--- src/sv/qslerp_pkg.sv ---
`timescale 1ns / 1ps

package qslerp_pkg;

    // field widths
    localparam int QW      = 18;
    localparam int LIM_W   = 17;
    // inner Q2.30 datapath widths
    localparam int D_W     = 32;
    localparam int RAD_W   = 61;
    localparam int S_W     = 31;
    localparam int CV_W    = 34;
    localparam int OM_W    = 32;
    localparam int FB_W    = 31;
    localparam int DIV_W   = 66;
    localparam int QT_W    = 35;
    localparam int W_W     = 36;
    localparam int STEPS   = 30;
    localparam int ROOT_BITS = 31;

    localparam logic [OM_W-1:0] PI_Q30      = 32'd3373259426;
    localparam logic [OM_W-1:0] HALF_PI_Q30 = 32'd1686629713;
    localparam logic [CV_W-1:0] CORDIC_K    = 34'd652032874;

    // arctangent of 2^-i, Q30
    localparam logic [29:0] ARC_TAB [STEPS] = '{
        30'h3243F6A8, 30'h1DAC6705, 30'h0FADBAFC, 30'h07F56EA6, 30'h03FEAB76,
        30'h01FFD55B, 30'h00FFFAAA, 30'h007FFF55, 30'h003FFFEA, 30'h001FFFFD,
        30'h000FFFFF, 30'h0007FFFF, 30'h0003FFFF, 30'h0001FFFF, 30'h0000FFFF,
        30'h00007FFF, 30'h00003FFF, 30'h00001FFF, 30'h00000FFF, 30'h000007FF,
        30'h000003FF, 30'h000001FF, 30'h000000FF, 30'h0000007F, 30'h0000003F,
        30'h0000001F, 30'h0000000F, 30'h00000008, 30'h00000004, 30'h00000002
    };

    typedef logic signed [CV_W-1:0] t_cv;

    typedef struct packed {
        t_cv x;
        t_cv y;
        t_cv z;
    } t_cordic;

    typedef t_cordic [1:0] t_cordic2;

    typedef struct packed {
        logic [3:0][QW-1:0] qa;
        logic [3:0][QW-1:0] qb;
        logic [FB_W-1:0]    fb;
    } t_side;

    typedef struct packed {
        t_side                  side;
        logic signed [D_W-1:0]  d;
    } t_sq_pass;

    typedef struct packed {
        t_side          side;
        logic [S_W-1:0] s;
        logic           lin;
    } t_ang_pass;

    typedef struct packed {
        t_side      side;
        logic       lin;
        logic [1:0] neg;
        logic [1:0] ovf;
    } t_div_pass;

endpackage

--- src/sv/qslerp_div_cell.sv ---
`timescale 1ns / 1ps

// one restoring quotient bit for both weight lanes
module qslerp_div_cell #(
    parameter int BIT = 34
) (
    input  logic                                 i_clk,
    input  logic                                 i_rst_n,
    input  logic                                 i_en,
    input  logic                                 i_vld,
    input  logic [1:0][qslerp_pkg::DIV_W-1:0]    i_rem,
    input  logic [1:0][qslerp_pkg::QT_W-1:0]     i_q,
    input  logic [qslerp_pkg::S_W-1:0]           i_s,
    input  qslerp_pkg::t_div_pass                i_pass,
    output logic                                 o_vld,
    output logic [1:0][qslerp_pkg::DIV_W-1:0]    o_rem,
    output logic [1:0][qslerp_pkg::QT_W-1:0]     o_q,
    output logic [qslerp_pkg::S_W-1:0]           o_s,
    output qslerp_pkg::t_div_pass                o_pass
);

    localparam int DW = qslerp_pkg::DIV_W;
    localparam int QW = qslerp_pkg::QT_W;
    localparam int SW = qslerp_pkg::S_W;

    logic [DW-1:0]          sub;
    logic [1:0][DW-1:0]     n_rem;
    logic [1:0][QW-1:0]     n_q;
    logic                   r_vld;
    logic [1:0][DW-1:0]     r_rem;
    logic [1:0][QW-1:0]     r_q;
    logic [SW-1:0]          r_s;
    qslerp_pkg::t_div_pass  r_pass;

    assign sub = {{(DW-SW){1'b0}}, i_s} << BIT;

    always_comb begin
        for (int l = 0; l < 2; l++) begin
            if (i_rem[l] >= sub) begin
                n_rem[l] = i_rem[l] - sub;
                n_q[l]   = i_q[l] | ({{(QW-1){1'b0}}, 1'b1} << BIT);
            end else begin
                n_rem[l] = i_rem[l];
                n_q[l]   = i_q[l];
            end
        end
    end

    always_ff @(posedge i_clk) begin
        if (!i_rst_n) begin
            r_vld <= 1'b0;
        end else if (i_en) begin
            r_vld <= i_vld;
        end
    end

    always_ff @(posedge i_clk) begin
        if (i_en) begin
            r_rem  <= n_rem;
            r_q    <= n_q;
            r_s    <= i_s;
            r_pass <= i_pass;
        end
    end

    assign o_vld  = r_vld;
    assign o_rem  = r_rem;
    assign o_q    = r_q;
    assign o_s    = r_s;
    assign o_pass = r_pass;

endmodule

--- config.mk ---
export PLATFORM = sky130hd
export DESIGN_NAME = qslerp_div_cell
export DESIGN_NICKNAME = d
export VERILOG_FILES = /design/src/sv/qslerp_pkg.sv /design/src/sv/qslerp_div_cell.sv
export SDC_FILE = /design/constraint.sdc
export NUM_CORES = 1
export LEC_CHECK = 0
export BUFFER_PORTS_ARGS = -buffer_cell sky130_fd_sc_hd__buf_4
export CORE_AREA = 2 2 324 326
export CTS_BUF_LIST = sky130_fd_sc_hd__clkbuf_8
export DETAILED_ROUTE_END_ITERATION = 10
export DIE_AREA = 0 0 326 328
export GPL_TIMING_DRIVEN = 0
export PLACE_DENSITY_LB_ADDON = 0.25
export SYNTH_ARGS = -nofsm -noshare
export SYNTH_HDL_FRONTEND = slang
export SYNTH_SLANG_ARGS = --single-unit
--- constraint.sdc ---
create_clock -name i_clk -period 5.07 [get_ports i_clk]
set_input_delay 1.014 -clock i_clk [delete_from_list [all_inputs] [get_ports i_clk]]
set_output_delay 1.014 -clock i_clk [all_outputs]
set_load 0.03 [all_outputs]
==> impl_results.md <==
- Number of setup violations in the final report: 0
- Post-synth top flop: edfxtp_1
- Cell Rows: ~120
- Fin area: between 20,000 and 30,000 um2
- Root Buffer Master: clkbuf_8
- 1st-pass router iterations: 5
- Grt ovf: 0
- Gpl congestion: between 0.8 and 0.9
- First-pass GRT wire length: about 110 mm
- Detail Route Antenna Nets: 0
- Met1 GRT Util: 0.145
- Worst Hold Class: input pin to flop
- Leak Pwr: 0.0109 uW
- Critical Path RT: 5510 ps
- Fin crit period: approximately 4300 ps
- Initial antenna violation count: between 40 and 50
- Largest net degree at the start of global routing: about 120
- CP arrival: about 4800 ps
- Clk slew on worst S/H paths: approximately 60 ps
- Status: complete, no violations
- PwrDens: approximately 370 nW/um2
- CP Max Fanout: 10
- CTS Buffer Depth: 3
- WL/cell: 24.1 um
- PostCTS Resize Cnt: 0
- DRC: 0
- Die footprint: about 110,000 um2
- Synth cell count leaders: edfxtp_1, a21oi_1, nor2_1
- Post-DP Area: approximately 25,000 um2
- Synthesized net count: about 1,500
- Port Buffer Count: between 800 and 900
- CTS Buf Count: 82
- Slew Limit Fails: 0
- Layout cells sized above 1: 0.480
- Worst-Skew Late Latency: between 600 and 700 ps
- Register bit count reported by yosys: around 410
- CTS Hold Bufs: 0
- Tot GR Track Use: 0.148
- Worst Setup End Kind: flop
- Core Util, Final: 0.254
- Max cap viols: 0
- Yosys warns: 0
- Die width: approximately 330 um
- Nets: approximately 2,400
- Synthesized area: around 17,000 um2
- Fin Clk Skew: 0 ps
- Number of synthesized flops with an enable pin: just over 400
- FFs w/ async S/R, synth: 0
- RSZ-0062 raised after global routing: false
- Initial DRC count: 840
- Synth top area share: 0.746
- CTS tree: yes
- Max H-tree Level: 3
- Top-level port count: approximately 830
- Clock tree sinks: a little over 400
- Max VDD drop: 0.198 mV
- Worst slew margin: 0.289
- GR peak layer: met2
- Synth area leader: edfxtp_1
- Via count: 12,999
- Top-count cell post-synth: edfxtp_1
- Seq/Total Area, Yosys: 0.748
- Final Hold Fails: 0
- Number of global-route vias before repair: ~13,000
- DIE HEIGHT: about 330 um
- Initial core utilization: 0.161
- Synth Area per Inst: between 15 and 20 um2
- Detailed placement HPWL: about 67 mm
- Vias per cell: 3.80
- Crit start category: input pin
- Achievable frequency: roughly 0.23 GHz
- Setup Crit Path Kind: input pin to flop
- Worst slew pin tran: between 1000 and 1500 ps
- Fin Hold WS: approximately 460 ps
- Routing usage on met3: 0.0731
- Area grow syn2layout: 57.9%
- Largest cells by area after synthesis: edfxtp_1, ha_1, a21oi_1, xnor2_1, nor2_1
- GR Util met2: 0.262
- WL final: between 80 and 90 mm
- Core region area: 103,000 um2
- Final worst-path cycle share: 0.855
- Synth Instances: approximately 1,000
- Post-CTS Setup Bufs: 0
- Yosys cell types: 62
-- kinds of logic after synthesis --
logic type | synth area share
AOI/OAI and AO/OA | 0.0793
DFF | 0.748
buffers and inverters | 0.0194
muxes | 0.0175
adders and majority gates | 0.0491
and+or+nand+nor | 0.0576
xor gates and xnor gates | 0.0295
-- power breakdown --
group | total (uW) | internal (uW) | switching, uW
Combinational | 2220 | 828 | 1390
Sequential | 4240 | 4140 | 101
Clock | 3320 | 1710 | 1610
-- path summary, 6_finish.rpt --
kind	slack, ps	depth (start not counted)	startpoint	endpoint
worst max-delay path	730	15	i_rem[100]	o_rem[128]$_DFFE_PP_
worst min-delay path	460	1	i_pass[33]	o_pass[33]$_DFFE_PP_
worst max register to register	4480	2	o_vld$_SDFFE_PN0P_	o_vld$_SDFFE_PN0P_
worst min register to register	530	2	o_vld$_SDFFE_PN0P_	o_vld$_SDFFE_PN0P_
-- stage by stage --
step           std cells  TNS, ps  setup WS (ps)  power (uW)
4_1_cts             3410        0            804       10000
6_report            3419        0            733        9790
3_5_place_dp        3262    -1.30          -1.30        6560
3_3_place_gp        3259  -176370           -516        6580
5_1_grt             3411        0            616       10300
2_1_floorplan       1049        0           1370        5400
-- flip-flops by register name (all words and copies together), names as in the netlist --
signal,flops
o_q,70
o_vld,1
o_s,31
o_pass,180
o_rem,132
-- placed cells by master (no fill, tap or decap), types with 4 or more instances in the layout --
cell        count
mux2_1         10
ha_1           62
o21ai_0        27
diode_2         9
a211oi_1        6
a21oi_1        94
edfxtp_1      413
nor4_1         16
o21bai_1       10
buf_4         833
clkinv_2        8
mux2_2         11
clkbuf_1       12
buf_2           5
inv_1          72
nand3_1        12
xnor2_1        36
nor3_1         13
mux2i_1         4
nand2_1        46
clkinvlp_4      5
a31oi_1         8
nor2_1         78
clkinv_1       20
xor2_1         20
o211ai_1        5
a21o_1         25
nand4_1        13
nand2b_1        7
and3_1          5
clkbuf_8       84
-- routing by layer --
| layer | up-vias | part of all wire |
|---|---|---|
| met4 | 46 | 0.040 |
| met5 | - | 0.0037 |
| met2 | 604 | 0.51 |
| met3 | 171 | 0.10 |
| met1 | 6281 | 0.34 |
| li1 | 5897 | - |
-- area by class of cell --
class                   count  area, um2
diodes                      9       22.5
plain buffers              25        138
clock buffers              84       1160
clock inverters            64        390
fillers                 10890      77000
inverters                  49        184
multi-input cells         561       3870
flip-flops and latches    414      12400
well taps                1380       1730
repair buffers            833       6320
-- worst max-delay path, stage by stage --
cell       delay, ps
buf_4            120
inv_1             50
ha_1             150
inv_1             50
fa_1             400
a21oi_1          240
o2bb2ai_1        170
o41ai_1          800
a31o_1           380
a311o_1          390
a21oi_2          100
nand2b_1         150
buf_4            190
buf_6            190
mux2_1           350
(Power assumes the default switching activity.)
