$ cat config.mk
export PLATFORM = sky130hd
export DESIGN_NAME = qslerp_vec_cell
export DESIGN_NICKNAME = d
export VERILOG_FILES = /design/src/sv/qslerp_pkg.sv /design/src/sv/qslerp_vec_cell.sv
export SDC_FILE = /design/constraint.sdc
export NUM_CORES = 1
export LEC_CHECK = 0
export ABC_CLOCK_PERIOD_IN_PS = 5500
export BUFFER_PORTS_ARGS = -buffer_cell sky130_fd_sc_hd__buf_2
export CAP_MARGIN = 20
export CORE_AREA = 2 2 240 242
export CTS_CLUSTER_DIAMETER = 50
export DETAILED_ROUTE_END_ITERATION = 10
export DIE_AREA = 0 0 242 244
export PLACE_DENSITY = 0.51
export SKIP_LAST_GASP = 1
export SLEW_MARGIN = 10
export SYNTH_ARGS = -nofsm -noshare
export SYNTH_HDL_FRONTEND = slang
export SYNTH_SLANG_ARGS = --single-unit
$ cat constraint.sdc
create_clock -name i_clk -period 5.5 [get_ports i_clk]
set_input_delay 0.825 -clock i_clk [delete_from_list [all_inputs] [get_ports i_clk]]
set_output_delay 0.825 -clock i_clk [all_outputs]
set_load 0.005 [all_outputs]
$ cat src/sv/qslerp_pkg.sv
`timescale 1ns / 1ps

package qslerp_pkg;

    // field widths
    localparam int QW      = 18;
    localparam int LIM_W   = 17;
    // inner Q2.30 datapath widths
    localparam int D_W     = 32;
    localparam int RAD_W   = 61;
    localparam int S_W     = 31;
    localparam int CV_W    = 34;
    localparam int OM_W    = 32;
    localparam int FB_W    = 31;
    localparam int DIV_W   = 66;
    localparam int QT_W    = 35;
    localparam int W_W     = 36;
    localparam int STEPS   = 30;
    localparam int ROOT_BITS = 31;

    localparam logic [OM_W-1:0] PI_Q30      = 32'd3373259426;
    localparam logic [OM_W-1:0] HALF_PI_Q30 = 32'd1686629713;
    localparam logic [CV_W-1:0] CORDIC_K    = 34'd652032874;

    // arctangent of 2^-i, Q30
    localparam logic [29:0] ARC_TAB [STEPS] = '{
        30'h3243F6A8, 30'h1DAC6705, 30'h0FADBAFC, 30'h07F56EA6, 30'h03FEAB76,
        30'h01FFD55B, 30'h00FFFAAA, 30'h007FFF55, 30'h003FFFEA, 30'h001FFFFD,
        30'h000FFFFF, 30'h0007FFFF, 30'h0003FFFF, 30'h0001FFFF, 30'h0000FFFF,
        30'h00007FFF, 30'h00003FFF, 30'h00001FFF, 30'h00000FFF, 30'h000007FF,
        30'h000003FF, 30'h000001FF, 30'h000000FF, 30'h0000007F, 30'h0000003F,
        30'h0000001F, 30'h0000000F, 30'h00000008, 30'h00000004, 30'h00000002
    };

    typedef logic signed [CV_W-1:0] t_cv;

    typedef struct packed {
        t_cv x;
        t_cv y;
        t_cv z;
    } t_cordic;

    typedef t_cordic [1:0] t_cordic2;

    typedef struct packed {
        logic [3:0][QW-1:0] qa;
        logic [3:0][QW-1:0] qb;
        logic [FB_W-1:0]    fb;
    } t_side;

    typedef struct packed {
        t_side                  side;
        logic signed [D_W-1:0]  d;
    } t_sq_pass;

    typedef struct packed {
        t_side          side;
        logic [S_W-1:0] s;
        logic           lin;
    } t_ang_pass;

    typedef struct packed {
        t_side      side;
        logic       lin;
        logic [1:0] neg;
        logic [1:0] ovf;
    } t_div_pass;

endpackage

$ cat src/sv/qslerp_vec_cell.sv
`timescale 1ns / 1ps

// one vectoring micro-rotation, drives y toward zero
module qslerp_vec_cell #(
    parameter int STEP = 0
) (
    input  logic                   i_clk,
    input  logic                   i_rst_n,
    input  logic                   i_en,
    input  logic                   i_vld,
    input  qslerp_pkg::t_cordic    i_c,
    input  qslerp_pkg::t_ang_pass  i_pass,
    output logic                   o_vld,
    output qslerp_pkg::t_cordic    o_c,
    output qslerp_pkg::t_ang_pass  o_pass
);

    localparam int CW = qslerp_pkg::CV_W;

    logic signed [CW-1:0] dx;
    logic signed [CW-1:0] dy;
    logic signed [CW-1:0] arc;
    qslerp_pkg::t_cordic  n_c;
    logic                 r_vld;
    qslerp_pkg::t_cordic  r_c;
    qslerp_pkg::t_ang_pass r_pass;

    assign dx  = $signed(i_c.x) >>> STEP;
    assign dy  = $signed(i_c.y) >>> STEP;
    assign arc = $signed({{(CW-30){1'b0}}, qslerp_pkg::ARC_TAB[STEP]});

    always_comb begin
        if ($signed(i_c.y) > 0) begin
            n_c.x = i_c.x + dy;
            n_c.y = i_c.y - dx;
            n_c.z = i_c.z + arc;
        end else begin
            n_c.x = i_c.x - dy;
            n_c.y = i_c.y + dx;
            n_c.z = i_c.z - arc;
        end
    end

    always_ff @(posedge i_clk) begin
        if (!i_rst_n) begin
            r_vld <= 1'b0;
        end else if (i_en) begin
            r_vld <= i_vld;
        end
    end

    always_ff @(posedge i_clk) begin
        if (i_en) begin
            r_c    <= n_c;
            r_pass <= i_pass;
        end
    end

    assign o_vld  = r_vld;
    assign o_c    = r_c;
    assign o_pass = r_pass;

endmodule

==> results.py <==
metrics = {
    "status": {
        "status": "complete, no violations",
    },
    "power_and_ir_drop": {
        "leakagePower_nw": 9.71,
        "vdd_drop_max_mv": 0.219,
        "powerDensity_nw_per_um2": 336,
        "p_total_mw": 7.39,
    },
    "floorplan": {
        "ios": 623,
        "chipHeight_um": 244,
        "dieArea_um2": 59000,
        "start_util_pct": 29.3,
        "die_w_um": 242,
        "core_area_um2": 56200,
        "std_cell_rows": 87,
    },
    "placed_design": {
        "dp_cells": 2741,
        "dp_hpwl_um": 60600,
        "dp_slack_ns": 0.488,
        "dpl_cell_area_um2": 20500,
        "io_buffers": 622,
        "place_congestion": 0.974,
    },
    "min_path": {
        "hp-class": "in2reg",
    },
    "sta": {
        "max_freq_ghz": 0.227,
        "tightestPinTransition_ns": 0.890,
        "period_share_pct": 80.1,
        "fin_crit_ns": 4.40,
        "skew_ns": 0,
        "hold_viol_final": 0,
        "maxSlewViolCount": 0,
        "setup_tns_ns": 0,
        "timing.final.ws_setup_ns": 1.10,
        "slew_headroom_pct": 40.7,
        "setup_viol": 0,
        "rsz0062_at_grt": "no",
    },
    "logic_synthesis": {
        "synthMuxAreaShare_pct": 1.10,
        "ys_ff_latch": 309,
        "syn_area_per_cell_um2": 11.9,
        "async_reset_ff_share_pct": 0,
        "synthAdderAreaFrac_pct": 10.2,
        "synthCells": 1384,
        "yosys_warnings": 0,
        "synth-simple-area-share_pct": 7.58,
        "syn-num-nets": 1829,
        "synth-compound-area-share_pct": 16.1,
        "synth_enable_flop_cells": 308,
        "synth_ff_type": "edfxtp_1",
        "synth.distinct_cells": 69,
        "ys_seq_area_share_pct": 56.3,
        "synth-xor-area-share_pct": 4.79,
        "synth_area_um2": 16500,
        "synth_top_family_by_area": "compound AO/OA/AOI/OAI gates",
    },
    "worst_setup_path": {
        "crit_path_start_kind": "input pin",
        "crit_type": "in2reg",
        "end_kind": "flip-flop",
        "crit_fanout": 10,
        "worst_ep_arrival_time_ns": 4.72,
        "cp.required_ns": 5.82,
    },
    "clock_tree": {
        "cts_setup_buffers": 0,
        "cts_buffer_depth": 3,
        "path_clk_slew_ns": 0.06,
        "cts.sinks": 309,
        "numCtsBuffers": 45,
        "cts_root_buf": "clkbuf_16",
        "clk_latency_ns": 0.58,
        "ctsResizeCount": 0,
        "tritoncts": "built",
        "htreeDepth": 2,
        "cts_hold_buf": 0,
    },
    "global_routing": {
        "grt_pass1_wl_um": 103000,
        "grt_start_max_net_pins": 102,
        "globalRouteOverflowTotal": 0,
        "track_usage_pct": 24.2,
        "grt_pass1_vias": 13900,
        "antenna_found_initial": 16,
    },
    "finish": {
        "fin_area_um2": 22000,
        "fin_cells": 2828,
        "layout_common_cells": "buf_2 (621), edfxtp_1 (308), a21oi_1 (142)",
        "drive_gt1_share_pct": 35.3,
        "final_common_cell": "buf_2",
        "final.fill_count": 5632,
        "nets": 2477,
        "syn2layout_area_growth_pct": 33.8,
    },
    "run": {
        "maxCapViolCount": 0,
    },
    "detailed_routing": {
        "via_per_inst": 5.01,
        "drt_iter0_markers": 1093,
        "drt_wl_total_um": 74900,
        "drc_errors": 0,
        "ant_nets": 0,
        "wire_per_inst_um": 26.5,
        "firstDrtPassIters": 5,
        "vias": 14200,
    },
}
worst max-delay path, cell delays in order:
cell,delay [ns]
buf_2,0.14
nor4_1,0.55
nand4_1,0.26
nor2_1,0.14
a21o_2,0.19
inv_2,0.13
buf_4,0.19
ha_1,0.36
and3_1,0.24
and2_1,0.19
nand4_1,0.12
a221oi_1,0.41
o41ai_1,0.16
o21ai_0,0.41
nand3_1,0.16
a21oi_1,0.16
a31oi_1,0.05
cells by family after synthesis:
kind of cell / after synthesis
fa+ha+maj: 132
compound gates: 409
flops: 309
xor+xnor: 90
buf+inv: 163
mux: 18
simple gates: 263
through the flow:
step / hold slack (ns) / util, %
after CTS: 0.364 / 39.2
after global routing: 0.381 / 39.2
after floorplan: 0.507 / -
final: 0.411 / 39.2
after global placement: 0.498 / 36.5
after detailed placement: 0.533 / 36.5
synth_stat cells (6+ instances only):
cell	n	area share, %
o21bai_1	24	1.1
o21ai_0	71	2.2
nand4_1	12	0.46
a21oi_1	142	4.3
xnor2_1	76	4.0
edfxtp_1	308	56
o21a_1	12	0.55
and3_1	7	0.27
clkbuf_1	26	0.59
or3_1	8	0.30
o211ai_1	17	0.78
nor2_1	82	1.9
nor4_1	12	0.46
mux2i_1	17	1.0
nand2b_1	13	0.49
nor2b_1	15	0.57
a211oi_1	14	0.64
inv_1	118	2.7
nand2_1	64	1.5
buf_1	10	0.23
a21boi_0	7	0.32
a21o_1	47	2.1
nor3_1	19	0.58
ha_1	128	9.7
xor2_1	14	0.75
nand3_1	21	0.64
o31ai_1	9	0.41
a31oi_1	6	0.23
routing by layer:
layer | track usage (%) | routed length (um) | share of wire, % | vias to the layer above
met5 | 0 | 115 | 0.15 | -
met4 | 6.46 | 1970 | 2.6 | 16
met3 | 4.88 | 5160 | 6.9 | 111
met2 | 43.5 | 37900 | 51 | 617
met1 | 29.5 | 29700 | 40 | 6983
li1 | - | - | - | 6434
final timing paths:
path	from	cells past startpoint	slack (ns)	end
setup / recovery	i_c[54]	17	1.10	o_c[32]
hold / removal	i_pass[5]	1	0.41	o_pass[5]
setup reg to reg	o_vld	2	4.91	o_vld
hold reg to reg	o_vld	2	0.53	o_vld
where the power goes:
part           internal (mW)  total [mW]  switching (mW)  leakage, nW
clock                   1.69        2.89            1.20        0.711
combinational          0.588        1.50           0.913         5.98
sequential              2.91        3.00          0.0921         3.02
state kept, by name, summed over array words and instances, names as in the netlist:
signal and flops:
o_c 101, o_pass 207, o_vld 1
layout make-up:
class	count	area (um^2)	share of cell area [%]
sequential	309	9270	42.1
multi-input combinational	912	6550	29.8
timing repair buffer	644	3310	15.1
clock buffer	52	1150	5.24
tap	756	946	4.30
inverter	120	450	2.05
clock inverter	30	319	1.45
antenna	5	12.5	0.0568
Power figures use the tool's default switching activity.
