<file path="src/sv/qslerp_pkg.sv">
`timescale 1ns / 1ps

package qslerp_pkg;

    // field widths
    localparam int QW      = 18;
    localparam int LIM_W   = 17;
    // inner Q2.30 datapath widths
    localparam int D_W     = 32;
    localparam int RAD_W   = 61;
    localparam int S_W     = 31;
    localparam int CV_W    = 34;
    localparam int OM_W    = 32;
    localparam int FB_W    = 31;
    localparam int DIV_W   = 66;
    localparam int QT_W    = 35;
    localparam int W_W     = 36;
    localparam int STEPS   = 30;
    localparam int ROOT_BITS = 31;

    localparam logic [OM_W-1:0] PI_Q30      = 32'd3373259426;
    localparam logic [OM_W-1:0] HALF_PI_Q30 = 32'd1686629713;
    localparam logic [CV_W-1:0] CORDIC_K    = 34'd652032874;

    // arctangent of 2^-i, Q30
    localparam logic [29:0] ARC_TAB [STEPS] = '{
        30'h3243F6A8, 30'h1DAC6705, 30'h0FADBAFC, 30'h07F56EA6, 30'h03FEAB76,
        30'h01FFD55B, 30'h00FFFAAA, 30'h007FFF55, 30'h003FFFEA, 30'h001FFFFD,
        30'h000FFFFF, 30'h0007FFFF, 30'h0003FFFF, 30'h0001FFFF, 30'h0000FFFF,
        30'h00007FFF, 30'h00003FFF, 30'h00001FFF, 30'h00000FFF, 30'h000007FF,
        30'h000003FF, 30'h000001FF, 30'h000000FF, 30'h0000007F, 30'h0000003F,
        30'h0000001F, 30'h0000000F, 30'h00000008, 30'h00000004, 30'h00000002
    };

    typedef logic signed [CV_W-1:0] t_cv;

    typedef struct packed {
        t_cv x;
        t_cv y;
        t_cv z;
    } t_cordic;

    typedef t_cordic [1:0] t_cordic2;

    typedef struct packed {
        logic [3:0][QW-1:0] qa;
        logic [3:0][QW-1:0] qb;
        logic [FB_W-1:0]    fb;
    } t_side;

    typedef struct packed {
        t_side                  side;
        logic signed [D_W-1:0]  d;
    } t_sq_pass;

    typedef struct packed {
        t_side          side;
        logic [S_W-1:0] s;
        logic           lin;
    } t_ang_pass;

    typedef struct packed {
        t_side      side;
        logic       lin;
        logic [1:0] neg;
        logic [1:0] ovf;
    } t_div_pass;

endpackage

</file>
<file path="src/sv/qslerp_sqrt_cell.sv">
`timescale 1ns / 1ps

// one result bit of the square root per cell
module qslerp_sqrt_cell #(
    parameter int BIT = 30
) (
    input  logic                          i_clk,
    input  logic                          i_rst_n,
    input  logic                          i_en,
    input  logic                          i_vld,
    input  logic [qslerp_pkg::RAD_W-1:0]  i_rem,
    input  logic [qslerp_pkg::S_W-1:0]    i_root,
    input  qslerp_pkg::t_sq_pass          i_pass,
    output logic                          o_vld,
    output logic [qslerp_pkg::RAD_W-1:0]  o_rem,
    output logic [qslerp_pkg::S_W-1:0]    o_root,
    output qslerp_pkg::t_sq_pass          o_pass
);

    localparam int RW = qslerp_pkg::RAD_W;
    localparam int SW = qslerp_pkg::S_W;

    logic [63:0]   rem_ext;
    logic [63:0]   trial;
    logic [63:0]   diff;
    logic          take;
    logic          r_vld;
    logic [RW-1:0] r_rem;
    logic [SW-1:0] r_root;
    qslerp_pkg::t_sq_pass r_pass;

    assign rem_ext = {{(64-RW){1'b0}}, i_rem};
    assign trial   = ({{(64-SW){1'b0}}, i_root} << (BIT + 1)) + (64'd1 << (2 * BIT));
    assign diff    = rem_ext - trial;
    assign take    = rem_ext >= trial;

    always_ff @(posedge i_clk) begin
        if (!i_rst_n) begin
            r_vld <= 1'b0;
        end else if (i_en) begin
            r_vld <= i_vld;
        end
    end

    always_ff @(posedge i_clk) begin
        if (i_en) begin
            r_rem  <= take ? diff[RW-1:0] : i_rem;
            r_root <= take ? (i_root | ({{(SW-1){1'b0}}, 1'b1} << BIT)) : i_root;
            r_pass <= i_pass;
        end
    end

    assign o_vld  = r_vld;
    assign o_rem  = r_rem;
    assign o_root = r_root;
    assign o_pass = r_pass;

endmodule

</file>
<file path="config.mk">
export PLATFORM = sky130hd
export DESIGN_NAME = qslerp_sqrt_cell
export DESIGN_NICKNAME = d
export VERILOG_FILES = /design/src/sv/qslerp_pkg.sv /design/src/sv/qslerp_sqrt_cell.sv
export SDC_FILE = /design/constraint.sdc
export NUM_CORES = 1
export LEC_CHECK = 0
export ABC_AREA = 1
export BUFFER_PORTS_ARGS = -buffer_cell sky130_fd_sc_hd__clkbuf_2
export CORE_AREA = 2 2 232 234
export CTS_BUF_LIST = sky130_fd_sc_hd__clkbuf_4 sky130_fd_sc_hd__clkbuf_8
export CTS_CLUSTER_DIAMETER = 80
export DETAILED_ROUTE_END_ITERATION = 16
export DIE_AREA = 0 0 234 236
export SLEW_MARGIN = 5
export SYNTH_ARGS = -nofsm -noshare
export SYNTH_HDL_FRONTEND = slang
export SYNTH_SLANG_ARGS = --single-unit
</file>
<file path="constraint.sdc">
create_clock -name i_clk -period 2.83 [get_ports i_clk]
set_input_delay 0.283 -clock i_clk [delete_from_list [all_inputs] [get_ports i_clk]]
set_output_delay 0.283 -clock i_clk [all_outputs]
set_load 0.02 [all_outputs]
</file>
==> impl_metrics.py, run 1 <==
metrics = {
    "finish": {
        "fillers": 5171,
        "drive_gt1_share_pct": 37.23,
        "multi_input_area_um2": 2375,
        "syn_to_final_growth_pct": 67.51,
        "final_nets": 2256,
        "seqCellArea_um2": 8999,
        "fin_area_um2": 20210,
    },
    "setup_path": {
        "critPathBufInv": 5,
        "critPathLaunchType": "input pin",
        "cp_slowest_cell": "dlygate4sd3_1",
        "critPathCaptureType": "register",
        "critical-path-max-stage-delay_ns": 0.53,
        "critical_path_class": "input pin to register",
        "crit_fanout": 27,
        "path_delay_family": "buffers and inverters",
        "crit_path_start": "i_rem[31]",
        "crit_required_ns": 3.18,
        "r2r_start": "o_vld",
        "path_common_cell": "nand2_1",
        "cp_data_arrival_time_ns": 2.81,
        "crit_chain": "dlygate4sd3_1, clkbuf_2, inv_1, ha_1, inv_1, fa_1, nand3_1, nand3_2, nand2_1, nand2_1, nand2_1, nand2_1, nand2_2, nand3_2, buf_12, nand2_1, o21ai_1",
    },
    "sta": {
        "maxSlewViolCount": 0,
        "rsz0062_at_grt": "no",
        "finalSetupViolations": 0,
        "final-hold-violation-count": 0,
        "hold_ws_ns": 0.07051,
        "layout_setup_ws_ns": 0.3757,
        "fmax_mhz": 407.4,
        "final.setup.tns_ns": 0,
        "max_slew.worst_pin.slew_ns": 0.7299,
        "finalClockSkew_ns": 0,
        "slew-limit-headroom_pct": 51.34,
        "min_period_ns": 2.454,
        "finalCritPeriodShare_pct": 86.73,
    },
    "synth": {
        "synth_top_flop_cell": "edfxtp_1",
        "synth_common_cells": "edfxtp_1, nand2_1, inv_1",
        "syn_nets": 1291,
        "yosysWarnings": 0,
        "synth_seq_cells": 300,
        "synth.distinct_cells": 28,
        "syn_area_um2": 12070,
        "netlist.area_leader.share_pct": 74.40,
        "yosys.area.top_type": "edfxtp_1",
        "async_reset_ff_share_pct": 0,
        "yosysSeqAreaShare_pct": 74.57,
        "synth_area_leaders": "edfxtp_1, nand2_1, inv_1",
        "synth_most_common_cell": "edfxtp_1",
        "synth-edff-count": 299,
        "synth_cells": 955,
        "syn-mean-instance-area_um2": 12.64,
    },
    "grt": {
        "grt_util_all_layers_pct": 19.15,
        "gr-total-overflow": 0,
        "antenna_found_initial": 10,
        "grt_start_max_net_pins": 86,
        "grt_first_pass_wirelength_mm": 75.97,
        "grt_pass1_vias": 11497,
    },
    "min_path": {
        "hp-class": "input pin to register",
        "hp-start": "i_rem[45]",
    },
    "placed_design": {
        "gp_congestion": 0.9264,
        "pre_cts_slack_ns": 0.3079,
        "port_buffers": 602,
        "postPlaceCellArea_um2": 16120,
        "post-dp-hpwl_mm": 43.15,
    },
    "cts": {
        "hold_buffers": 292,
        "clock_sinks": 300,
        "cts_buffer_depth": 3,
        "htree_levels": 2,
        "cts_tree": "built",
        "post_cts_buffers": 0,
        "clk_latency_ns": 0.62,
        "cts_resized": 0,
        "clkTransAtPathRegs_ns": 0.06,
        "cts_root_buf": "clkbuf_8",
        "cts_buffers": 56,
    },
    "floorplan": {
        "die_y_um": 236,
        "core_area_um2": 53070,
        "initial_core_util_pct": 22.74,
        "die_w_um": 234,
        "io_pins": 603,
        "num_rows": 85,
        "dieArea_um2": 55220,
    },
    "routing": {
        "antenna_left": 0,
        "wl_per_cell_um": 20.77,
        "drt-met1-wl_mm": 20.11,
        "top_layer": "met5",
        "drtIter0Drc": 621,
        "vias": 11152,
        "met3_length_mm": 3.757,
        "wl_mm": 55.48,
        "drt_first_pass_iters": 7,
        "drc": 0,
        "via_per_inst": 4.175,
        "wl_met2_mm": 28.69,
    },
    "power": {
        "ir_worst_vdd_uv": 315.3,
        "p_leak_uw": 0.009483,
        "powerDensity_nw_per_um2": 594.3,
    },
    "job": {
        "maxCapViolCount": 0,
    },
    "outcome": {
        "status": "finished, final reports clean",
    },
}
## cells in the final DEF, fill, tap and decap left out, drive strengths merged, types with 9 or more instances in the layout
master       synthesis  routed
clkbuf               0     667
edfxtp             299     299
dlygate4sd3          0     292
nand2              263     263
inv                168     170
nor2                61      61
nand3               40      40
ha                  32      32
clkinv               0      30
o21ai               22      22
buf                  8      22
nand4               18      18
a21oi               17      17
xor2                14      14
diode                0       9
## area by class of cell
cell class	instances	area share, %
Sequential cell	300	44.52
Timing Repair Buffer	915	30.50
Multi-Input combinational cell	479	11.75
Tap cell	696	4.308
Clock buffer	66	4.277
Inverter	168	3.120
Clock inverter	38	1.417
Antenna cell	9	0.1114
## cells by family after synthesis
kind of cell / after synthesis / share of synthesized area [%]
compound gates: 40 / 1.711
xor+xnor: 14 / 1.016
fa+ha+maj: 33 / 3.484
buf+inv: 176 / 5.754
flops: 300 / 74.57
simple gates: 392 / 13.47
## worst reg2reg max path: cells and delay by family, from the launching register on
family          cells  cell delay [ns]
buf+inv             1             0.57
flops               1             0.35
compound gates      2             0.24
## power by group
part | internal (uW) | total [uW] | switching, uW
clock | 2340 | 4330 | 2000
combinational | 848 | 2250 | 1400
sequential | 5300 | 5430 | 128
## registers in the layout, indices dropped and copies added (netlist names)
register	count
o_root	31
o_pass	207
o_vld	1
o_rem	61
## routing by layer
| metal | GRT usage, % | vias to the layer above |
|---|---|---|
| met1 | 20.64 | 5346 |
| li1 | - | 5162 |
| met4 | 9.436 | 4 |
| met3 | 4.497 | 117 |
| met5 | 0 | - |
| met2 | 34.72 | 523 |
## worst paths after layout
path              slack, ns  cells past startpoint         to
hold reg to reg        1.20                      3      o_vld
setup reg to reg       1.55                      3      o_vld
setup / recovery       0.38                     17  o_rem[49]
hold / removal         0.07                      3  o_rem[45]
## per-stage QoR
step           cells  util, %  power [uW]
2_1_floorplan    955        -        6401
3_3_place_gp    2266    30.37        7411
3_5_place_dp    2266    30.37        7419
4_1_cts         2662    38.05       12170
5_1_grt         2666    38.07       12500
6_report        2671    38.09       12010
Power figures use the tool's default switching activity.
==> inputs of run 2 (changes only) <==
--- a/config.mk
+++ b/config.mk
@@ -7,11 +7,12 @@
 export LEC_CHECK = 0
 export ABC_AREA = 1
 export BUFFER_PORTS_ARGS = -buffer_cell sky130_fd_sc_hd__clkbuf_2
-export CORE_AREA = 2 2 232 234
+export CORE_AREA = 3 3 233 235
 export CTS_BUF_LIST = sky130_fd_sc_hd__clkbuf_4 sky130_fd_sc_hd__clkbuf_8
 export CTS_CLUSTER_DIAMETER = 80
 export DETAILED_ROUTE_END_ITERATION = 16
-export DIE_AREA = 0 0 234 236
+export DIE_AREA = 0 0 236 238
+export SETUP_SLACK_MARGIN = 0.3
 export SLEW_MARGIN = 5
 export SYNTH_ARGS = -nofsm -noshare
 export SYNTH_HDL_FRONTEND = slang
==> constraint.sdc (replaced) <==
create_clock -name i_clk -period 2.3 [get_ports i_clk]
set_input_delay 0.23 -clock i_clk [delete_from_list [all_inputs] [get_ports i_clk]]
set_output_delay 0.23 -clock i_clk [all_outputs]
set_load 0.02 [all_outputs]
==> impl_metrics.py, run 2 (synthesis results as in run 1) <==
metrics = {
    "job": {
        "maxCapViolCount": 0,
    },
    "outcome": {
        "status": "finished, final reports clean",
    },
    "grt": {
        "grt_pass1_vias": 11751,
        "met2_usage_pct": 35.69,
        "use_met1_pct": 22.31,
        "top_usage_layer": "met2",
        "grt_util_all_layers_pct": 20.26,
        "grt_first_pass_wirelength_mm": 82.25,
        "antenna_found_initial": 12,
        "gr-total-overflow": 0,
        "met3_usage_pct": 5.918,
        "grt_start_max_net_pins": 63,
    },
    "routing": {
        "drc": 0,
        "wl_mm": 60.22,
        "via_per_inst": 4.182,
        "drt_first_pass_iters": 5,
        "vias": 11275,
        "drtIter0Drc": 744,
        "wl_per_cell_um": 22.33,
        "antenna_left": 0,
    },
    "sta": {
        "finalSetupViolations": 0,
        "fmax_mhz": 513.2,
        "rsz0062_at_grt": "yes",
        "min_period_ns": 1.949,
        "finalClockSkew_ns": 0,
        "final-hold-violation-count": 0,
        "maxSlewViolCount": 0,
        "final.setup.tns_ns": 0,
        "max_slew.worst_pin.slew_ns": 0.6217,
        "finalCritPeriodShare_pct": 84.73,
        "slew-limit-headroom_pct": 58.55,
    },
    "finish": {
        "largest_reg_flops": 207,
        "fin_cells": 2696,
        "syn_to_final_growth_pct": 73.71,
        "final_cell_mix": "clkbuf_2, edfxtp_1, dlygate4sd3_1",
        "drive_gt1_share_pct": 40.67,
        "final_nets": 2295,
        "final_common_cell": "clkbuf_2",
    },
    "floorplan": {
        "initial_core_util_pct": 23.01,
        "die_w_um": 236,
        "die_y_um": 238,
        "core_area_um2": 52450,
        "num_rows": 84,
        "io_pins": 603,
        "dieArea_um2": 56170,
    },
    "min_path": {
        "hp-start": "i_rem[45]",
        "hp-class": "input pin to register",
    },
    "setup_path": {
        "crit_chain": "dlygate4sd3_1, clkbuf_2, ha_4, nand2_2, inv_1, nand2_1, nand2_2, nand2_1, nand2_1, a21oi_2, nand3_4, buf_12, clkbuf_16, nand2_1, o21ai_1",
        "critical-path-max-stage-delay_ns": 0.54,
        "critPathLaunchType": "input pin",
        "r2r_start": "o_vld",
        "critPathCaptureType": "register",
        "ff2ff_path_depth": 3,
        "crit_path_start": "i_rem[58]",
        "setup.worst_path.end": "o_rem[35]",
        "critical_path_class": "input pin to register",
        "path_common_cell": "nand2_1",
        "rr_endpoint": "o_vld",
        "r2r_slack_ns": 0.90,
        "crit_required_ns": 2.64,
        "cp_data_arrival_time_ns": 2.29,
        "crit_fanout": 5,
        "cp_slowest_cell": "dlygate4sd3_1",
    },
    "cts": {
        "cts_root_buf": "clkbuf_8",
        "cts_buffers": 53,
        "cts_tree": "built",
        "clk_latency_ns": 0.61,
        "htree_levels": 2,
        "cts_buffer_depth": 3,
        "clock_sinks": 300,
        "clkTransAtPathRegs_ns": 0.05,
    },
    "placed_design": {
        "placedCellCount": 2277,
        "port_buffers": 602,
        "gp_congestion": 0.8811,
        "post-dp-hpwl_mm": 45.74,
    },
    "power": {
        "ir_worst_vdd_uv": 340.9,
        "powerDensity_nw_per_um2": 716.5,
        "p_leak_uw": 0.009798,
    },
}
-- run 2: cell types whose count changed in the layout (fill, tap and decap cells not counted), moves of 10 or more --
| cell | delta |
|---|---|
| ha_1 | -10 |
| nand2_2 | +16 |
| nand2_1 | -19 |
| buf_4 | +23 |
| ha_4 | +10 |
-- run 2: power breakdown --
| group | leakage [uW] | internal [uW] | switching, uW |
|---|---|---|---|
| combinational | 0.00625 | 1190 | 1810 |
| clock | 0.000614 | 2980 | 2340 |
| sequential | 0.00293 | 6530 | 171 |
| total | 0.00980 | 10700 | 4320 |
-- run 2: final cells by class --
cell class              instances  area (um^2)
well taps                     688        860.8
diodes                          4        10.01
fillers                      5023        31480
flip-flops and latches        300         8999
clock buffers                  75        932.1
repair buffers                957         6674
multi-input cells             479         2644
inverters                     168        630.6
clock inverters                25        212.7
-- run 2: worst max-delay path, delay by kind of cell --
kind	cells	cell delay, ns
buf+inv	5	1.03
simple gates	7	0.51
fa+ha+maj	1	0.27
compound gates	2	0.24
-- run 2: worst min path at each step --
stage | to | slack (ns) | cells past startpoint
after global placement | o_pass[100] | 0.41 | 1
after detailed placement | o_pass[108] | 0.41 | 1
after global routing | o_rem[45] | 0.04 | 3
final | o_rem[45] | 0.08 | 3
after CTS | o_rem[45] | 0.008 | 3
after floorplan | o_vld | 0.32 | 1
-- run 2: timing repair --
item / CTS / global route
endpoints found under the setup margin: 0 / 31
resized for setup: 0 / 82
setup buffers: 0 / 9
endpoints found under the hold margin: 298 / 1
hold buffers: 299 / 1
-- run 2: routing by layer --
| metal | vias up | wire, um |
|---|---|---|
| li1 | 5247 | - |
| met1 | 5416 | 21940 |
| met2 | 487 | 30590 |
| met3 | 113 | 4207 |
| met4 | 12 | 3386 |
| met5 | - | 82 |
-- run 2: per-stage QoR --
stage                     power (uW)  area (um^2)  utilization, %  setup WS, ns  hold slack (ns)
final                          15020        20960           39.97        0.3513          0.08274
after global routing           15680        20960           39.96        0.2770          0.03543
after CTS                      15070        20440           38.97        0.3075         0.008147
after detailed placement        9208        16300           31.08      0.001248           0.4088
after global placement          9205        16300           31.08      0.007615           0.4079
after floorplan                 7878        12080               -        0.3016           0.3235
