<file path="config.mk">
export PLATFORM = sky130hd
export DESIGN_NAME = qslerp_rot_cell
export DESIGN_NICKNAME = d
export VERILOG_FILES = /design/src/sv/qslerp_pkg.sv /design/src/sv/qslerp_rot_cell.sv
export SDC_FILE = /design/constraint.sdc
export NUM_CORES = 1
export LEC_CHECK = 0
export ABC_CLOCK_PERIOD_IN_PS = 16000
export BUFFER_PORTS_ARGS = -buffer_cell sky130_fd_sc_hd__buf_2
export CORE_AREA = 10 10 315 317
export DETAILED_ROUTE_END_ITERATION = 6
export DIE_AREA = 0 0 325 327
export GPL_ROUTABILITY_DRIVEN = 0
export GPL_TIMING_DRIVEN = 0
export PLACE_DENSITY = 0.55
export SYNTH_ARGS = -nofsm -noshare
export SYNTH_HDL_FRONTEND = slang
export SYNTH_SLANG_ARGS = --single-unit
export TNS_END_PERCENT = 1
</file>
<file path="constraint.sdc">
create_clock -name i_clk -period 16 [get_ports i_clk]
set_input_delay 2.4 -clock i_clk [delete_from_list [all_inputs] [get_ports i_clk]]
set_output_delay 2.4 -clock i_clk [all_outputs]
set_load 0.05 [all_outputs]
</file>
<file path="src/sv/qslerp_pkg.sv">
`timescale 1ns / 1ps

package qslerp_pkg;

    // field widths
    localparam int QW      = 18;
    localparam int LIM_W   = 17;
    // inner Q2.30 datapath widths
    localparam int D_W     = 32;
    localparam int RAD_W   = 61;
    localparam int S_W     = 31;
    localparam int CV_W    = 34;
    localparam int OM_W    = 32;
    localparam int FB_W    = 31;
    localparam int DIV_W   = 66;
    localparam int QT_W    = 35;
    localparam int W_W     = 36;
    localparam int STEPS   = 30;
    localparam int ROOT_BITS = 31;

    localparam logic [OM_W-1:0] PI_Q30      = 32'd3373259426;
    localparam logic [OM_W-1:0] HALF_PI_Q30 = 32'd1686629713;
    localparam logic [CV_W-1:0] CORDIC_K    = 34'd652032874;

    // arctangent of 2^-i, Q30
    localparam logic [29:0] ARC_TAB [STEPS] = '{
        30'h3243F6A8, 30'h1DAC6705, 30'h0FADBAFC, 30'h07F56EA6, 30'h03FEAB76,
        30'h01FFD55B, 30'h00FFFAAA, 30'h007FFF55, 30'h003FFFEA, 30'h001FFFFD,
        30'h000FFFFF, 30'h0007FFFF, 30'h0003FFFF, 30'h0001FFFF, 30'h0000FFFF,
        30'h00007FFF, 30'h00003FFF, 30'h00001FFF, 30'h00000FFF, 30'h000007FF,
        30'h000003FF, 30'h000001FF, 30'h000000FF, 30'h0000007F, 30'h0000003F,
        30'h0000001F, 30'h0000000F, 30'h00000008, 30'h00000004, 30'h00000002
    };

    typedef logic signed [CV_W-1:0] t_cv;

    typedef struct packed {
        t_cv x;
        t_cv y;
        t_cv z;
    } t_cordic;

    typedef t_cordic [1:0] t_cordic2;

    typedef struct packed {
        logic [3:0][QW-1:0] qa;
        logic [3:0][QW-1:0] qb;
        logic [FB_W-1:0]    fb;
    } t_side;

    typedef struct packed {
        t_side                  side;
        logic signed [D_W-1:0]  d;
    } t_sq_pass;

    typedef struct packed {
        t_side          side;
        logic [S_W-1:0] s;
        logic           lin;
    } t_ang_pass;

    typedef struct packed {
        t_side      side;
        logic       lin;
        logic [1:0] neg;
        logic [1:0] ovf;
    } t_div_pass;

endpackage

</file>
<file path="src/sv/qslerp_rot_cell.sv">
`timescale 1ns / 1ps

// one rotation micro-step for both sine lanes
module qslerp_rot_cell #(
    parameter int STEP = 0
) (
    input  logic                   i_clk,
    input  logic                   i_rst_n,
    input  logic                   i_en,
    input  logic                   i_vld,
    input  qslerp_pkg::t_cordic2   i_c,
    input  qslerp_pkg::t_ang_pass  i_pass,
    output logic                   o_vld,
    output qslerp_pkg::t_cordic2   o_c,
    output qslerp_pkg::t_ang_pass  o_pass
);

    localparam int CW = qslerp_pkg::CV_W;

    logic signed [CW-1:0]  arc;
    qslerp_pkg::t_cordic2  n_c;
    logic                  r_vld;
    qslerp_pkg::t_cordic2  r_c;
    qslerp_pkg::t_ang_pass r_pass;

    assign arc = $signed({{(CW-30){1'b0}}, qslerp_pkg::ARC_TAB[STEP]});

    always_comb begin
        logic signed [CW-1:0] dx;
        logic signed [CW-1:0] dy;
        for (int l = 0; l < 2; l++) begin
            dx = $signed(i_c[l].x) >>> STEP;
            dy = $signed(i_c[l].y) >>> STEP;
            if ($signed(i_c[l].z) >= 0) begin
                n_c[l].x = i_c[l].x - dy;
                n_c[l].y = i_c[l].y + dx;
                n_c[l].z = i_c[l].z - arc;
            end else begin
                n_c[l].x = i_c[l].x + dy;
                n_c[l].y = i_c[l].y - dx;
                n_c[l].z = i_c[l].z + arc;
            end
        end
    end

    always_ff @(posedge i_clk) begin
        if (!i_rst_n) begin
            r_vld <= 1'b0;
        end else if (i_en) begin
            r_vld <= i_vld;
        end
    end

    always_ff @(posedge i_clk) begin
        if (i_en) begin
            r_c    <= n_c;
            r_pass <= i_pass;
        end
    end

    assign o_vld  = r_vld;
    assign o_c    = r_c;
    assign o_pass = r_pass;

endmodule

</file>
==> results of run 1 <==
[power by group through the flow]
stage	clock [uW]	combinational, uW	sequential (uW)
floorplan	0	453	1870
global placement	0	1340	1420
detailed placement	0	1340	1410
CTS	1170	1340	1390
global route	1210	1420	1400
finish	1120	1340	1380
[per-stage QoR]
stage / setup WS [ns] / instance area, um2 / total power, uW / hold WS [ns] / util
6_report: 8.28 / 33900 / 3850 / 0.511 / 0.366
3_3_place_gp: 5.94 / 32200 / 2750 / 0.500 / 0.347
2_1_floorplan: 9.20 / 26500 / 2320 / 0.743 / -
3_5_place_dp: 7.70 / 32300 / 2740 / 0.506 / 0.348
4_1_cts: 8.39 / 33900 / 3900 / 0.519 / 0.366
5_1_grt: 7.95 / 33900 / 4020 / 0.559 / 0.366
[layout make-up]
type                       instances  area [um2]  area share
clock inverter                    29         268     0.00789
clock buffer                      63        1340      0.0396
buffer                            92         378      0.0111
tap                             1254        1570      0.0462
multi-input combinational       1816       13000       0.382
sequential                       410       12300       0.363
antenna                           10        25.0    0.000737
timing repair buffer             829        4230       0.125
inverter                         229         860      0.0253
[worst min-delay path by stage]
stage	slack [ns]	depth (start not counted)	end
after floorplan	0.74	2	o_vld
after global placement	0.50	2	o_vld
after detailed placement	0.51	2	o_vld
after CTS	0.52	2	o_vld
after global routing	0.56	2	o_vld
final	0.51	2	o_vld
[kinds of logic (layout without fill, tap and decap cells)]
logic type / after synthesis / count (layout)
multiplexers: 33 / 33
buffers and inverters: 321 / 1242
other: 0 / 10
AND/OR/NAND/NOR: 544 / 544
AO/OA/AOI/OAI: 791 / 791
flip-flops: 410 / 410
XOR/XNOR: 182 / 182
adder cells (fa/ha/maj): 266 / 266
[cells in the mapped netlist, drive strengths merged, types with 8 or more instances]
cell / count / area, um2
o21a: 27 / 203
nand2: 100 / 375
nor2: 185 / 697
fa: 8 / 160
inv: 225 / 845
nor4: 28 / 175
a21o: 64 / 480
a21boi: 9 / 67.6
o211ai: 27 / 203
and3: 10 / 62.6
o31ai: 20 / 155
buf: 31 / 144
clkbuf: 61 / 229
edfxtp: 409 / 12300
a31oi: 12 / 75.1
xor2: 25 / 219
or2: 10 / 62.6
ha: 258 / 3230
nor2b: 28 / 178
xnor2: 157 / 1380
nor3: 48 / 245
a31o: 8 / 70.1
a221oi: 10 / 93.8
nand4: 31 / 194
or3: 13 / 86.3
a211oi: 29 / 223
o21ai: 147 / 739
a21oi: 310 / 1560
mux2i: 33 / 330
nand3: 31 / 155
nand2b: 23 / 144
o21bai: 57 / 432
[worst reg2reg max path, cell delays in order (launching register included)]
cell,delay (ns)
dfxtp_1,0.30
mux2i_1,0.11
nor2b_1,0.06
[sequential cells by signal (all words and copies together), names as in the netlist]
| name | cells |
|---|---|
| o_vld | 1 |
| o_c | 202 |
| o_pass | 207 |
[per-layer routing]
| metal | share of wire | track usage | vias to the layer above |
|---|---|---|---|
| met5 | 0.0022 | 0 | - |
| met4 | 0.036 | 0.0643 | 36 |
| met3 | 0.094 | 0.0677 | 246 |
| met2 | 0.51 | 0.353 | 1069 |
| met1 | 0.36 | 0.208 | 11112 |
| li1 | - | - | 11098 |
==> results.md, run 1 <==
- Distinct cell type count of the synthesized netlist: 89
- Half-perimeter wire length after detailed placement: 90100 um
- Routed wire per std cell: 23.1 um
- Fin. max-slew vios: 0
- Clock-pin slew on the worst setup and hold paths: 0.06 ns
- Fin nets: 4111
- Placeable core region: just over 90000 um2
- Worst endpoint required time: 16.35 ns
- Total number of cells along the worst setup path: 23
- Worst reg2reg endpoint: o_vld
- Number of hold buffers added after cts: 0
- Fraction of synthesized area in multiplexers: 0.0125
- Static power due to leakage: 0.0148 uW
- Maximum cell stage delay along the critical path: ~0.63 ns
- Highest clock frequency the design can meet: 129 MHz
- Number of enable-type register cells in the synthesized netlist: approximately 400
- CTS tree: done
- Clock Root Buffer: clkbuf_16
- Initial drt markers: 1709
- Sw Ratio: 0.389
- Area fraction in compound gates after synthesis: 0.188
- Cts repair resizes: 0
- Crit path max-delay cell type: o41ai_1
- Critical Path Source Type: input pin
- Worst path bufs/invs: 6
- Most common cell after layout, fill and taps aside: buf_2
- Final setup violation count: 0
- Count of final hold-check violations: 0
- Post-synth top flop: edfxtp_1
- Largest net degree at the start of global routing: 121
- Most frequent cells in the layout: 841 x buf_2, 409 x edfxtp_1, 309 x a21oi_1, 258 x ha_1, 220 x inv_1
- Later-pin clock latency in the skew report: approximately 0.6 ns
- Cell internal pwr: 2350 uW
- Worst setup path startpoint: i_c[33]
- Maximum fanout count along the critical path: 24
- Number of routed nets with antenna violations: 0
- Main combinational cell family by area after synthesis: compound AO/OA/AOI/OAI gates
- Worst flop-to-flop path startpoint: o_vld
- Simple-gate share of the synthesized area: 0.101
- R2R depth: 2
- Unrepaired setup endpoints after global routing: false
- Fraction of synthesized cell area in xor and xnor cells: 0.0602
- Max-capacitance violation count: 0
- Min cycle time layout: ~7.7 ns
- Proportion of synthesized flip-flops having asynchronous set or reset: 0
- Placed insts: approximately 4600
- Initial antenna violation count: 47
- Vias: 23561
- Number of rows in the core area: 112
- Outcome: complete, no violations
- Net switching power of the design: 1490 uW
- Number of register bits inferred by synthesis: 410
- Setup TNS Final: 0 ns
- Crit Path Category: in2reg
- Remaining global-route overflow: 0
- Final standard cell count with taps included and fillers excluded: roughly 4700
- Vias per cell: 4.98
- Area overhead of the layout relative to synthesis: 28.1%
- Gate count of the mapped netlist: 2547
- Worst setup slack for register-to-register paths: around 15 ns
- Adder-Cell Fraction of Synth Area: 0.128
- Top-level I/O count: 827
- Worst slew margin relative to its limit: 0.300
- Initial Utilization: 0.286
- Maximum clock path buffer count: 3
- Global-route wire length before repair: 157000 um
- Cell class contributing the biggest share of worst-path delay: compound AO/OA/AOI/OAI gates
- Fillers: 9584
- Mean post-synth cell area: roughly 10 um2
- Path type of the worst min-delay path: reg2reg
- H-tree depth: 2
- TritonCTS buffer count: 52
- Layout cells sized above 1: 0.278
- Power density cells: 113 nW/um2
- Kind of capture point of the worst setup path: flop
- Post-CTS Setup Inserts: 0
- Sequential share of power: 0.360
- Area of the mapped netlist: 26500 um2
- Combined global-route utilization of all metal layers: 0.194
- Count of buffers inserted at the top-level ports: 826
- Part of the total power dissipated in the clock network: 0.292
- Vias in the first global route: 23446
- CTS sink cnt: 410
- Worst setup path endpoint: o_c[33]
- Combinational share of power: 0.348
- Fin crit share: 0.483
- Die X: 325 um
- Final worst clock skew: 0 ns
- Synth Warn #: 0
- Total iterations of the first detailed-routing run: 6
- Post-route DRC: 0
- Worst-path cell chain: buf_2 > inv_1 > ha_1 > nor4b_1 > nand4_1 > nor4_1 > and4_1 > nand2b_1 > clkbuf_1 > inv_2 > clkbuf_1 > buf_2 > fa_1 > nor2b_1 > o2111ai_1 > a21oi_1 > a21oi_1 > o21ai_1 > nor4_1 > o41ai_1 > a221oi_1 > o21bai_1 > xor2_1
- Final Routed Wirelength: 109000 um
- Die span in y: about 330 um
- CP Data Arrival Time: just over 8 ns
- Full die area: roughly 110000 um2
- Worst ir drop on vdd: 119 uV
- Min-Delay Startpoint: o_vld
- Number of nets in the synthesized netlist: 3228
- Transition time at the pin with the least slew margin: 1.05 ns
- Share of synthesized area occupied by flip-flops and latches: 0.464
Power figures use the tool's default switching activity.
==> inputs of run 2 (changes only) <==
- ABC_AREA: not set -> 1
- ABC_CLOCK_PERIOD_IN_PS: 16000 -> 6800
- CORE_AREA: 10 10 315 317 -> 10 10 311 313
- DIE_AREA: 0 0 325 327 -> 0 0 321 323
- PLACE_DENSITY: 0.55 -> 0.63
- clock period: 16 -> 6.8 ns (I/O delays scaled with it)
==> run 2 against run 1 <==
  * The run now ends with design-rule violations left
  * Cell count rose by 28%
  * Die area fell by 2.4%
  * Synthesized area rose by 16%
  * Power rose by 140%
==> results.md, run 2 <==
- Final Routed Wirelength: 150000 um
- Clock-pin slew on the worst setup and hold paths: 0.06 ns
- Worst-path cell chain: buf_2 > nor4_1 > nand3_1 > o21ai_1 > buf_4 > inv_2 > buf_2 > ha_1 > nand2_1 > nor2_1 > nand3_1 > nand3_1 > nand2_1 > o21ai_0 > xor2_1
- Static power due to leakage: ~0.019 uW
- H-tree depth: 2
- Global-route wire length before repair: ~210000 um
- Initial drt markers: around 4200
- Final total power: 9410 uW
- Fin nets: 5516
- Number of hold buffers added after cts: 0
- Post-synth top cells: 1046 x nand2_1, 508 x inv_1, 409 x edfxtp_1
- Placeable core region: approximately 91000 um2
- Max-capacitance violation count: 0
- Top-level I/O count: 827
- Layout cells sized above 1: 0.218
- Worst flop-to-flop path startpoint: o_vld
- Number of rows in the core area: around 110
- Initial Utilization: 0.338
- Vias in the first global route: 29715
- Gate count of the mapped netlist: roughly 4000
- Outcome: finished, violations left
- Transition time at the pin with the least slew margin: 0.971 ns
- Power density cells: approximately 250 nW/um2
- Routed wire per std cell: between 20 and 25 um
- Synth Warn #: 0
- Share of synthesized area occupied by flip-flops and latches: 0.400
- Distinct cell type count of the synthesized netlist: between 40 and 50
- CTS sink cnt: 410
- Unrepaired setup endpoints after global routing: false
- Total iterations of the first detailed-routing run: 7
- Final Hold Slack: 0.547 ns
- Path type of the worst min-delay path: reg2reg
- CP Data Arrival Time: ~4.9 ns
- TritonCTS buffer count: 48
- Mean post-synth cell area: 7.77 um2
- Worst setup path startpoint: i_c[127]
- Cell types with the largest area share after synthesis: edfxtp_1 40%, nand2_1 13%, ha_1 11%, inv_1 6.2%, nand3_1 5.7%
- Violations in the final reports: design-rule violations
- Number of enable-type register cells in the synthesized netlist: just over 400
- Final setup violation count: 0
- Worst ir drop on vdd: 190 uV
- Maximum clock path buffer count: 3
- Vias per cell: 5.30
- Most frequent cells in the layout: 1046 x nand2_1, 861 x buf_2, 508 x inv_1, 409 x edfxtp_1, 351 x nor2_1
- Largest area contributor in the synthesized netlist: edfxtp_1
- Maximum fanout count along the critical path: 24
- Combined global-route utilization of all metal layers: 0.275
- Count of buffers inserted at the top-level ports: 826
- Initial antenna violation count: 38
- Later-pin clock latency in the skew report: 0.62 ns
- Die X: about 320 um
- Proportion of synthesized flip-flops having asynchronous set or reset: 0
- Crit path max-delay cell type: nor4_1
- Crit Path Category: in2reg
- Full die area: 104000 um2
- Cts repair resizes: 0
- Number of nets in the synthesized netlist: 4636
- CTS tree: done
- Critical Path Source Type: input pin
- Number of routed nets with antenna violations: 0
- Area of the mapped netlist: 30700 um2
- Half-perimeter wire length after detailed placement: around 130000 um
- Final worst clock skew: 0 ns
- Min-Delay Startpoint: o_vld
- Fin. max-slew vios: 0
- Worst slew margin relative to its limit: 0.347
- Max FFs per register: 207
- Remaining global-route overflow: 0
- Die span in y: 323 um
- Fin crit share: 0.674
- Count of final hold-check violations: 0
- Most used standard cell by instance count after synthesis: nand2_1
- Post-CTS Setup Inserts: 0
- Most common cell after layout, fill and taps aside: nand2_1
- Post-synth top flop: edfxtp_1
- Kind of capture point of the worst setup path: flop
- Number of register bits inferred by synthesis: 410
- Most frequent cell on the critical path: nand3_1
- Highest clock frequency the design can meet: 218 MHz
- Vias: 32148
- Area overhead of the layout relative to synthesis: 23.9%
- Min cycle time layout: between 4 and 5 ns
- Worst endpoint required time: 7.14 ns
- Maximum cell stage delay along the critical path: 0.83 ns
- Area share of the largest cell type after synthesis: 0.400
- Clock Root Buffer: clkbuf_16
- Post-route DRC: 2
- Largest net degree at the start of global routing: 127
==> run 2: worst paths after layout <==
kind,cells after the start,endpoint,slack (ns)
min,2,o_vld,0.55
max reg2reg,2,o_vld,6.14
min reg2reg,2,o_vld,0.55
max,15,o_c[124],2.22
==> run 2: per-layer routing <==
layer	share of wire	wire length, um	track usage
met5	0.0012	173	0
met3	0.10	15600	0.0612
met2	0.45	66900	0.439
met1	0.39	58600	0.349
met4	0.057	8480	0.132
==> run 2: final cells by class <==
class                           count  area [um2]
Fill cell                        9400       52800
Multi-Input combinational cell   2935       15900
Sequential cell                   410       12300
Timing Repair Buffer              830        4250
Inverter                          521        1960
Tap cell                         1186        1480
Clock buffer                       55        1250
Buffer                             89         582
Clock inverter                     31         325
Antenna cell                       14        35.0
==> run 2: worst max-delay path, delay by kind of cell <==
family	cells	cell delay [ns]
AOI/OAI and AO/OA	2	0.61
and+or+nand+nor	7	1.82
xor gates and xnor gates	1	0.12
adders and majority gates	1	0.50
buffers and inverters	4	0.82
==> run 2: logic make-up after synthesis <==
| kind of cell | Yosys count | share of synthesized area |
|---|---|---|
| xor gates and xnor gates | 116 | 0.0331 |
| and+or+nand+nor | 1925 | 0.265 |
| DFF | 410 | 0.400 |
| adders and majority gates | 266 | 0.110 |
| AOI/OAI and AO/OA | 628 | 0.109 |
| buffers and inverters | 610 | 0.0827 |
==> run 2: metrics by stage <==
| stage | utilization | area (um2) | setup TNS [ns] | cells | setup WS, ns |
|---|---|---|---|---|---|
| after detailed placement | 0.401 | 36500 | 0 | 5971 | 1.84 |
| after floorplan | - | 30700 | 0 | 3955 | 3.23 |
| after CTS | 0.419 | 38000 | 0 | 6057 | 2.50 |
| after global routing | 0.419 | 38000 | 0 | 6059 | 2.18 |
| after global placement | 0.400 | 36300 | -758.34 | 5967 | -2.18 |
| final | 0.419 | 38100 | 0 | 6071 | 2.22 |
==> run 2: report_power, final <==
group | switching (uW) | internal (uW)
sequential | 81.4 | 3140
combinational | 2690 | 831
clock | 1150 | 1520
==> inputs of run 3 (changes only) <==
- ABC_CLOCK_PERIOD_IN_PS: 6800 -> 4400
- PLACE_DENSITY: 0.63 -> 0.61
- clock period: 6.8 -> 4.4 ns (I/O delays scaled with it)
==> run 3 against run 2 <==
  * Worst hold slack lost 0.35 ns
  * Sequential power grew 55%
  * Cell count grew 0.15%
  * Via count shrank 0.20%
  * Flip-flop and latch count is the same
  * Clock skew is the same
  * The run now ends clean
  * Combinational power grew 55%
  * Register-to-register slack lost 2.4 ns
  * Die area is the same
  * Critical path depth grew 1
  * Non-clock buffer count is the same
==> results.md, run 3 (synthesized netlist as in run 2, its figures left out) <==
- Met2 Track Usage GR: 0.446
- Post-CTS Setup Inserts: 0
- Worst flop-to-flop path startpoint: o_vld
- Worst reg2reg endpoint: o_vld
- Pre-CTS setup slack: -0.0404 ns
- Outcome: complete, no violations
- Clock Root Buffer: clkbuf_16
- Cell depth of the worst hold path: 1
- Highest clock frequency the design can meet: 259 MHz
- Static power due to leakage: 0.0186 uW
- Post-route DRC: 0
- Initial drt markers: 3686
- GR peak layer: met2
- Max-capacitance violation count: 0
- Worst slew margin relative to its limit: 0.408
- Vias: 32084
- Kind of capture point of the worst setup path: flop
- Total iterations of the first detailed-routing run: 6
- Most common cell after layout, fill and taps aside: nand2_1
- Worst setup slack for register-to-register paths: 3.71 ns
- Placed cell area: 36500 um2
- Maximum fanout count along the critical path: 23
- Number of routed nets with antenna violations: 0
- Largest net degree at the start of global routing: 121
- Final worst clock skew: 0 ns
- CTS sink cnt: 410
- Later-pin clock latency in the skew report: ~0.63 ns
- Global-route wire length before repair: 210000 um
- Path type of the worst min-delay path: in2reg
- Cts repair resizes: 0
- R2R depth: 2
- GRT met1 Usage: 0.344
- Global routing met3 resource utilization: 0.0740
- Vias per cell: 5.28
- Count of final hold-check violations: 0
- Layout cells sized above 1: 0.218
- TritonCTS buffer count: between 50 and 60
- Final total power: 14700 uW
- Routed wire per std cell: roughly 25 um
- Placeable core region: 90800 um2
- Transition time at the pin with the least slew margin: 0.887 ns
- Number of hold buffers added after cts: 0
- Count of buffers inserted at the top-level ports: about 830
- Die span in y: approximately 320 um
- Power density cells: 385 nW/um2
- Worst endpoint required time: 4.78 ns
- Die X: 321 um
- Min-Delay Startpoint: i_pass[193]
- Unrepaired setup endpoints after global routing: false
- Fin nets: around 5500
- Max FFs per register: 207
- Initial antenna violation count: 46
- Non-Filler Cell Area, Final: 38200 um2
- Worst setup slack after layout: 0.546 ns
- Clock-pin slew on the worst setup and hold paths: 0.06 ns
- Combined global-route utilization of all metal layers: 0.278
- Final Routed Wirelength: between 150000 and 200000 um
- Crit Path Category: in2reg
- Number of rows in the core area: 111
- Worst hold path endpoint: o_pass[193]
- Min cycle time layout: 3.85 ns
- Fin. max-slew vios: 0
- CP Data Arrival Time: roughly 4.2 ns
- Initial Utilization: 0.338
- Worst ir drop on vdd: 265 uV
- Remaining global-route overflow: 0
- Critical Path Source Type: input pin
- Most frequent cells in the layout: 1046 x nand2_1, 861 x buf_2, 508 x inv_1, 409 x edfxtp_1, 351 x nor2_1
- CTS tree: done
- Half-perimeter wire length after detailed placement: 129000 um
- Maximum clock path buffer count: 3
- Area overhead of the layout relative to synthesis: 24.2%
- Final setup violation count: 0
- Setup TNS Final: 0 ns
- Full die area: 104000 um2
- Top-level I/O count: 827
- H-tree depth: 2
- Fin crit share: 0.876
- Vias in the first global route: roughly 30000
[run 3: cell count changes in the layout (fill, tap and decap cells not counted)]
| cell | change |
|---|---|
| clkinv_1 | +5 |
| clkbuf_16 | +3 |
| clkbuf_1 | +2 |
| clkinvlp_4 | +2 |
| inv_6 | -2 |
| clkinv_16 | +1 |
| clkinv_2 | -1 |
| clkinv_4 | -1 |
| diode_2 | +1 |
| inv_16 | -1 |
[run 3: worst max-delay path: stages]
cell and delay, ns:
buf_2 0.14, nor2_1 0.10, nand2_1 0.09, nor3_1 0.31
nand2_1 0.15, o21ai_1 0.20, buf_4 0.25, buf_2 0.58
ha_1 0.42, a21oi_1 0.24, o21ai_0 0.21, a21oi_1 0.16
o21ai_0 0.16, nor2_1 0.13, nand2_1 0.09, xnor2_1 0.34
[run 3: final cells by class]
| cell class | instances | area (um2) |
|---|---|---|
| Multi-Input combinational cell | 2935 | 15900 |
| Inverter | 521 | 1960 |
| Buffer | 89 | 582 |
| Clock inverter | 34 | 338 |
| Antenna cell | 15 | 37.5 |
| Tap cell | 1186 | 1480 |
| Timing Repair Buffer | 830 | 4250 |
| Sequential cell | 410 | 12300 |
| Fill cell | 9369 | 52700 |
| Clock buffer | 60 | 1330 |
[run 3: where the power goes]
part	internal (uW)	total, uW	switching, uW
sequential	4850	5000	142
combinational	1280	5440	4150
clock	2460	4270	1810
total	8600	14700	6110
[run 3: stage by stage]
step                hold WS [ns]  std cells  utilization
floorplan                  0.753       3955            -
detailed placement         0.569       5971        0.401
CTS                        0.138       6065        0.420
global route               0.147       6070        0.420
finish                     0.195       6080        0.420
global placement           0.571       5967        0.400
[run 3: per-layer routing]
layer	vias up	part of all wire
met4	30	0.055
met1	15088	0.39
li1	14930	-
met3	286	0.10
met2	1750	0.45
met5	-	0.0012
[run 3: how the worst max path moves through the flow]
| stage | start | to | depth (start not counted) |
|---|---|---|---|
| 5_1_grt | i_c[33] | o_c[26] | 20 |
| 3_3_place_gp | i_en | o_vld | 3 |
| 6_report | i_c[124] | o_c[134] | 16 |
| 3_5_place_dp | i_c[33] | o_c[26] | 20 |
| 4_1_cts | i_c[33] | o_c[22] | 18 |
| 2_1_floorplan | i_c[33] | o_c[30] | 19 |
